<file path="src/rtl/tfdp_pkg.sv">
// Shared types, constants and helpers for the thermal fan duty policy block.
package tfdp_pkg;

  localparam int SENSOR_COUNT = 5;
  localparam int TEMP_W       = 19;
  localparam int DUTY_W       = 7;
  localparam int LIMIT_W      = 32;
  localparam int CFG_IDX_W    = 4;
  localparam int CMP_W        = TEMP_W + 1;

  localparam int IN_BITS    = SENSOR_COUNT * TEMP_W + 1 + SENSOR_COUNT;
  localparam int IN_DATA_W  = ((IN_BITS + 7) / 8) * 8;
  localparam int OUT_BITS   = DUTY_W + 2 + 2;
  localparam int OUT_DATA_W = ((OUT_BITS + 7) / 8) * 8;

  localparam logic [DUTY_W-1:0] DUTY_CAP       = 7'd100;
  localparam logic [DUTY_W-1:0] DUTY_LOW_RST   = 7'd40;
  localparam logic [DUTY_W-1:0] DUTY_MID_RST   = 7'd70;
  localparam logic [DUTY_W-1:0] DUTY_HIGH_RST  = 7'd100;

  localparam logic [CFG_IDX_W-1:0] CFG_DUTY_LOW  = 4'd0;
  localparam logic [CFG_IDX_W-1:0] CFG_DUTY_MID  = 4'd1;
  localparam logic [CFG_IDX_W-1:0] CFG_DUTY_HIGH = 4'd2;
  localparam int                   CFG_LIMIT0    = 3;

  // bytes from low end: lower1, upper1, lower2, upper2 (whole degrees)
  localparam logic [LIMIT_W-1:0] LIMIT_RESET [8] = '{
    32'h3D38342F, 32'h3B36322D, 32'h423D3A35, 32'h3A35302B,
    32'h55504B46, 32'h0, 32'h0, 32'h0
  };

  typedef enum logic [1:0] {
    LVL_LOW  = 2'd0,
    LVL_MID  = 2'd1,
    LVL_HIGH = 2'd2
  } level_t;

  typedef enum logic [1:0] {
    FAULT_NONE   = 2'd0,
    FAULT_FAN    = 2'd1,
    FAULT_SENSOR = 2'd2
  } fault_t;

  typedef struct packed {
    logic any_up1;
    logic any_up2;
    logic all_lo1;
    logic all_lo2;
  } tfdp_flags_t;

  // whole degrees to millicelsius, as a signed compare operand
  function automatic logic signed [CMP_W-1:0] limit_mc(input logic [7:0] deg);
    logic [17:0] mc;
    mc = 18'(deg) * 18'd1000;
    return signed'({2'b00, mc});
  endfunction

endpackage

</file>
<file path="src/rtl/tfdp_sense.sv">
// Per-sensor threshold compares reduced to the four hysteresis flags.
module tfdp_sense
  import tfdp_pkg::*;
(
  input  logic [SENSOR_COUNT-1:0][TEMP_W-1:0]  temps,
  input  logic [SENSOR_COUNT-1:0][LIMIT_W-1:0] limits,
  output tfdp_flags_t                          flags
);

  logic [SENSOR_COUNT-1:0] up1, up2, ge_lo1, ge_lo2;

  always_comb begin
    for (int i = 0; i < SENSOR_COUNT; i++) begin
      logic signed [CMP_W-1:0] t;
      t = signed'({temps[i][TEMP_W-1], temps[i]});
      up1[i]    = t >  limit_mc(limits[i][15:8]);
      up2[i]    = t >  limit_mc(limits[i][31:24]);
      ge_lo1[i] = t >= limit_mc(limits[i][7:0]);
      ge_lo2[i] = t >= limit_mc(limits[i][23:16]);
    end
    flags.any_up1 = |up1;
    flags.any_up2 = |up2;
    flags.all_lo1 = ~|ge_lo1;
    flags.all_lo2 = ~|ge_lo2;
  end

endmodule

</file>
<file path="src/rtl/thermal_fan_duty_policy.sv">
// Top level of the thermal fan duty policy: poll register, level update, result register.
//
// Usage:
//   in_*  : one poll per transaction, five temperatures, fan health and a
//           read-valid mask packed in in_tdata.
//   out_* : one result per poll: duty percent, new fan level, fault code.
//   cfg_* : write-only register port (duty per level, per-sensor limits),
//           written while no poll is in flight.
// Path: an accepted poll is held in the poll register, then in the result
//   register, whose valid bit drives out_tvalid.
// Throughput: one poll per cycle while out_tready is high; the level register is
//   updated as a poll moves into the result register, so the next poll sees the new level.
// Stall: when out_tready is low the result holds, the poll register keeps
//   one more poll, and in_tready drops only when both are full.
// Reset (rst_n low, synchronous): level goes to low, duties and limits take
//   their default values, both stages empty.
module thermal_fan_duty_policy
  import tfdp_pkg::*;
(
  input  logic                  clk,
  input  logic                  rst_n,
  input  logic                  in_tvalid,
  output logic                  in_tready,
  // temp_0..temp_4 (19b each), fans_ok, temp_valid (5b), zero pad
  input  logic [IN_DATA_W-1:0]  in_tdata,
  output logic                  out_tvalid,
  input  logic                  out_tready,
  // duty_percent (7b), fan_level (2b), fault (2b), zero pad
  output logic [OUT_DATA_W-1:0] out_tdata,
  input  logic                  cfg_we,
  input  logic [CFG_IDX_W-1:0]  cfg_addr,
  input  logic [LIMIT_W-1:0]    cfg_wdata
);

  logic [DUTY_W-1:0] duty_low_r, duty_mid_r, duty_high_r;
  logic [SENSOR_COUNT-1:0][LIMIT_W-1:0] limits_r;

  logic                                in_v_r;
  logic [SENSOR_COUNT-1:0][TEMP_W-1:0] temps_r;
  logic                                fans_ok_r;
  logic [SENSOR_COUNT-1:0]             tvalid_r;

  logic              out_v_r;
  logic [DUTY_W-1:0] out_duty_r;
  level_t            out_level_r;
  fault_t            out_fault_r;

  level_t level_r, level_nxt;
  fault_t fault_nxt;
  logic [DUTY_W-1:0] duty_sel, duty_nxt;
  tfdp_flags_t flags;
  logic advance, in_acc;

  assign advance   = in_v_r && (!out_v_r || out_tready);
  assign in_tready = !in_v_r || advance;
  assign in_acc    = in_tvalid && in_tready;

  // configuration registers
  always_ff @(posedge clk) begin
    if (!rst_n) begin
      duty_low_r  <= DUTY_LOW_RST;
      duty_mid_r  <= DUTY_MID_RST;
      duty_high_r <= DUTY_HIGH_RST;
      for (int i = 0; i < SENSOR_COUNT; i++) limits_r[i] <= LIMIT_RESET[i];
    end else if (cfg_we) begin
      if (cfg_addr == CFG_DUTY_LOW)  duty_low_r  <= cfg_wdata[DUTY_W-1:0];
      if (cfg_addr == CFG_DUTY_MID)  duty_mid_r  <= cfg_wdata[DUTY_W-1:0];
      if (cfg_addr == CFG_DUTY_HIGH) duty_high_r <= cfg_wdata[DUTY_W-1:0];
      for (int i = 0; i < SENSOR_COUNT; i++) begin
        if (cfg_addr == CFG_IDX_W'(CFG_LIMIT0 + i)) limits_r[i] <= cfg_wdata;
      end
    end
  end

  // poll register
  always_ff @(posedge clk) begin
    if (!rst_n) begin
      in_v_r <= 1'b0;
    end else if (in_acc) begin
      in_v_r <= 1'b1;
    end else if (advance) begin
      in_v_r <= 1'b0;
    end
  end

  always_ff @(posedge clk) begin
    if (in_acc) begin
      for (int i = 0; i < SENSOR_COUNT; i++) temps_r[i] <= in_tdata[i*TEMP_W +: TEMP_W];
      fans_ok_r <= in_tdata[SENSOR_COUNT*TEMP_W];
      tvalid_r  <= in_tdata[SENSOR_COUNT*TEMP_W+1 +: SENSOR_COUNT];
    end
  end

  tfdp_sense u_sense (
    .temps  (temps_r),
    .limits (limits_r),
    .flags  (flags)
  );

  always_comb begin
    if (!fans_ok_r) begin
      fault_nxt = FAULT_FAN;
    end else if (!(&tvalid_r)) begin
      fault_nxt = FAULT_SENSOR;
    end else begin
      fault_nxt = FAULT_NONE;
    end

    if (fault_nxt != FAULT_NONE) begin
      level_nxt = LVL_HIGH;
    end else begin
      unique case (level_r)
        LVL_LOW:  level_nxt = flags.any_up1 ? LVL_MID : LVL_LOW;
        LVL_MID:  level_nxt = flags.any_up2 ? LVL_HIGH :
                              (flags.all_lo1 ? LVL_LOW : LVL_MID);
        LVL_HIGH: level_nxt = flags.all_lo2 ? LVL_MID : LVL_HIGH;
        default:  level_nxt = LVL_LOW; // lost level falls back to low
      endcase
    end

    unique case (level_nxt)
      LVL_LOW:  duty_sel = duty_low_r;
      LVL_MID:  duty_sel = duty_mid_r;
      default:  duty_sel = duty_high_r;
    endcase
    duty_nxt = (duty_sel > DUTY_CAP) ? DUTY_CAP : duty_sel;
  end

  // level and result register
  always_ff @(posedge clk) begin
    if (!rst_n) begin
      level_r <= LVL_LOW;
      out_v_r <= 1'b0;
    end else begin
      if (advance) begin
        level_r <= level_nxt;
        out_v_r <= 1'b1;
      end else if (out_tready) begin
        out_v_r <= 1'b0;
      end
    end
  end

  always_ff @(posedge clk) begin
    if (advance) begin
      out_duty_r  <= duty_nxt;
      out_level_r <= level_nxt;
      out_fault_r <= fault_nxt;
    end
  end

  assign out_tvalid = out_v_r;
  assign out_tdata  = {(OUT_DATA_W-OUT_BITS)'(0), out_fault_r, out_level_r, out_duty_r};

`ifndef SYNTHESIS
  a_fault_forces_high: assert property (@(posedge clk) disable iff (!rst_n)
    out_v_r |-> (out_fault_r == FAULT_NONE || out_level_r == LVL_HIGH))
    else $error("fault result without high level");

  a_duty_capped: assert property (@(posedge clk) disable iff (!rst_n)
    out_v_r |-> (out_duty_r <= DUTY_CAP))
    else $error("duty above cap");

  a_level_tracks_result: assert property (@(posedge clk) disable iff (!rst_n)
    advance |=> (level_r == out_level_r))
    else $error("level register differs from last result");

  a_stall_only_when_full: assert property (@(posedge clk) disable iff (!rst_n)
    !in_tready |-> (in_v_r && out_v_r && !out_tready))
    else $error("input stalled with room available");
`endif

endmodule

</file>
<file path="config.mk">
export PLATFORM = sky130hd
export DESIGN_NAME = thermal_fan_duty_policy
export DESIGN_NICKNAME = d
export VERILOG_FILES = /design/src/rtl/tfdp_pkg.sv /design/src/rtl/tfdp_sense.sv /design/src/rtl/thermal_fan_duty_policy.sv
export SDC_FILE = /design/constraint.sdc
export NUM_CORES = 2
export LEC_CHECK = 0
export ABC_AREA = 1
export BUFFER_PORTS_ARGS = -buffer_cell sky130_fd_sc_hd__buf_2
export CAP_MARGIN = 20
export CORE_ASPECT_RATIO = 0.75
export CORE_MARGIN = 3
export CORE_UTILIZATION = 35
export CTS_CLUSTER_SIZE = 12
export DETAILED_ROUTE_END_ITERATION = 10
export HOLD_SLACK_MARGIN = 0.03
export PLACE_DENSITY = 0.61
export SYNTH_ARGS = -nofsm -noshare
export SYNTH_HDL_FRONTEND = slang
export SYNTH_SLANG_ARGS = --single-unit
</file>
<file path="constraint.sdc">
create_clock -name clk -period 11 [get_ports clk]
set_input_delay 2.2 -clock clk [delete_from_list [all_inputs] [get_ports clk]]
set_output_delay 2.2 -clock clk [all_outputs]
set_load 0.05 [all_outputs]
</file>
==> impl_metrics.py <==
metrics = {
    "clock_network": {
        "clk_pin_slew_worst_paths_ps": 60,
        "htree_levels": 2,
        "cts.path.max_buffers": 3,
        "cts_resized": 0,
        "postCtsSetupBuffers": 0,
        "cts_num_sinks": 297,
        "cts_made_buffers": 41,
        "cts_tree": "yes",
        "worstSkewPairLatency_ps": 620,
        "cts_root_buf": "clkbuf_16",
        "holdBufCountCts": 0,
    },
    "final_layout": {
        "layout-drive-gt1-share_pct": 5.64,
        "final_area_mm2": 0.0471,
        "regArea_mm2": 0.00707,
        "syn_to_final_growth_pct": 9.55,
        "nets": 6550,
        "nFillCells": 12129,
        "multi_input_area_mm2": 0.0317,
        "final_util_pct": 38.9,
        "fin_cells": 6595,
    },
    "global_routing": {
        "grt_max_degree": 86,
        "grt_pass1_vias": 31200,
        "grtUsageTotal_pct": 17.9,
        "grt_pass1_wl_um": 176000,
        "grt_remaining_overflow": 0,
        "grt_antenna_before_repair": 20,
    },
    "yosys": {
        "muxShareOfSynthArea_pct": 0,
        "netlist_top_cells_count": "1045 x inv_1, 1036 x ha_1, 528 x nand2_1",
        "yosys.area_share.simple_pct": 9.06,
        "ys_types": 46,
        "ys_warn_count": 0,
        "yosysTopAreaCell": "ha_1",
        "yosysMostFrequentCell": "inv_1",
        "yosysSeqAreaShare_pct": 16.4,
        "async_flop_share_pct": 0,
        "synth_top_area_share_pct": 30.2,
        "synth_edf_count": 112,
        "synthesis.area_mm2": 0.0430,
        "synth_xor_xnor_area_share_pct": 5.05,
        "synth_fa_ha_area_share_pct": 50.3,
        "synthCells": 4784,
        "synth_ff_type": "dfxtp_1",
        "synth-seq-cells": 297,
        "synth_compound_gate_area_share_pct": 9.34,
        "syn_area_per_cell_um2": 8.99,
        "synth_top_family_by_area": "adder cells",
        "yosys-top-cells-area": "ha_1 30%, fa_1 20%, inv_1 9.1%",
    },
    "routing": {
        "antenna_left": 0,
        "route.detailed.drc": 0,
        "dr.pass1.iters": 5,
        "drt_iter0_drc": 1684,
        "avgViaCountPerCell": 4.75,
        "wire_per_inst_um": 16.8,
        "vias": 31354,
        "wl_um": 111000,
    },
    "critical_path": {
        "crit_type": "reg -> reg",
        "crit_required_ps": 11350,
        "cp-end-kind": "flop",
        "cp_max_fo": 7,
        "path_common_cell": "nand2_1",
        "crit_slowest_cell": "dfxtp_1",
        "worstPathArrival_ps": 7420,
        "cp-start-kind": "flop",
        "crit_path_max_incr_delay_ps": 550,
    },
    "min_path": {
        "hold_path_class": "reg -> reg",
    },
    "sta": {
        "grt_setup_unrepaired": "no",
        "fin_skew_ps": 29.4,
        "relSlewSlack_pct": 31.2,
        "fin_tns_setup_ps": 0,
        "fin_crit_sh_pct": 64.3,
        "holdWs_ps": 459,
        "setup_viol": 0,
        "max_freq_ghz": 0.141,
        "drv_slew": 0,
        "worst_slew_pin_slew_ps": 1030,
        "hold_violations": 0,
        "setup_ws_ps": 3930,
        "post-route-min-period_ps": 7070,
    },
    "placed_design": {
        "dp_hpwl_um": 90700,
        "dp_slack_ps": 3880,
        "routabilityCongestion": 0.874,
        "dp.cells": 6518,
        "placed_area_mm2": 0.0457,
        "io_buffers": 154,
    },
    "floorplan": {
        "num_io_pins": 163,
        "die-area_mm2": 0.127,
        "fp.dieW_um": 411,
        "core_area_mm2": 0.121,
        "initial_core_util_pct": 35.5,
        "rows": 110,
        "die_h_um": 310,
    },
    "power": {
        "ir_drop_uv": 119,
        "p_leak_nw": 24.5,
        "power_mw": 5.84,
        "p_per_area_mw_per_mm2": 124,
    },
    "outcome": {
        "status": "finished, final reports clean",
    },
    "run": {
        "drv_cap": 0,
    },
}
-- layout by cell type (no fill, tap or decap), types with 148 or more instances in the layout --
cell	instances
inv_1	1044
ha_1	1036
nand2_1	528
fa_1	432
a21oi_1	389
nor2_1	201
o21ai_0	196
dfxtp_1	185
buf_2	153
xor2_1	148
-- per-layer routing --
metal | part of all wire (%) | track usage [%] | vias to the layer above
met5 | 0 | 0 | -
met4 | 2.3 | 4.32 | 0
met3 | 6.9 | 2.58 | 118
met2 | 42 | 27.3 | 662
met1 | 49 | 26.6 | 14864
li1 | - | - | 15710
-- flip-flops by register name, summed over array words and instances, names as in the netlist --
signal and cells:
duty_high_r 7, duty_low_r 7, duty_mid_r 7, fans_ok_r 1, in_v_r 1, level_r 2
limits_r 160, out_duty_r 7, out_fault_r 2, out_level_r 2, out_tvalid 1, temps_r 95
tvalid_r 5
-- path summary, 6_finish.rpt --
path	start	end	slack, ps	depth (start not counted)
min reg2reg	duty_low_r[1]$_SDFFE_PN0P_	duty_low_r[1]$_SDFFE_PN0P_	460	2
max reg2reg	limits_r[56]$_SDFFE_PN1P_	out_duty_r[4]$_SDFFCE_PN0P_	3930	36
min	duty_low_r[1]$_SDFFE_PN0P_	duty_low_r[1]$_SDFFE_PN0P_	460	2
max	limits_r[56]$_SDFFE_PN1P_	out_duty_r[4]$_SDFFCE_PN0P_	3930	36
-- logic make-up (layout without fill, tap and decap cells) --
group,count (synthesis),in the layout
adder cells (fa/ha/maj),1468,1468
buffers and inverters,1117,1297
AND/OR/NAND/NOR,921,921
AO/OA/AOI/OAI,732,732
flip-flops,297,297
XOR/XNOR,248,248
other,1,8
-- power breakdown --
group	switching (mW)	leakage [nW]	internal, mW
Sequential	0.0756	2.58	1.18
Combinational	1.80	21.3	1.33
Clock	0.602	0.689	0.844
-- layout make-up --
type,instances,share of cell area (%)
inverters,1058,8.46
repair buffers,165,1.83
clock buffers,52,2.53
flip-flops and latches,297,15.0
clock inverters,22,0.489
multi-input cells,3374,67.4
well taps,1624,4.31
diodes,3,0.0159
-- critical path, delay by kind of cell, from the launching register on --
family / cells / cell delay [ps]
adder cells (fa/ha/maj): 6 / 2470
XOR/XNOR: 2 / 340
buffers and inverters: 3 / 190
AO/OA/AOI/OAI: 6 / 1060
AND/OR/NAND/NOR: 19 / 2170
flip-flops: 1 / 550
Power figures use the tool's default switching activity.
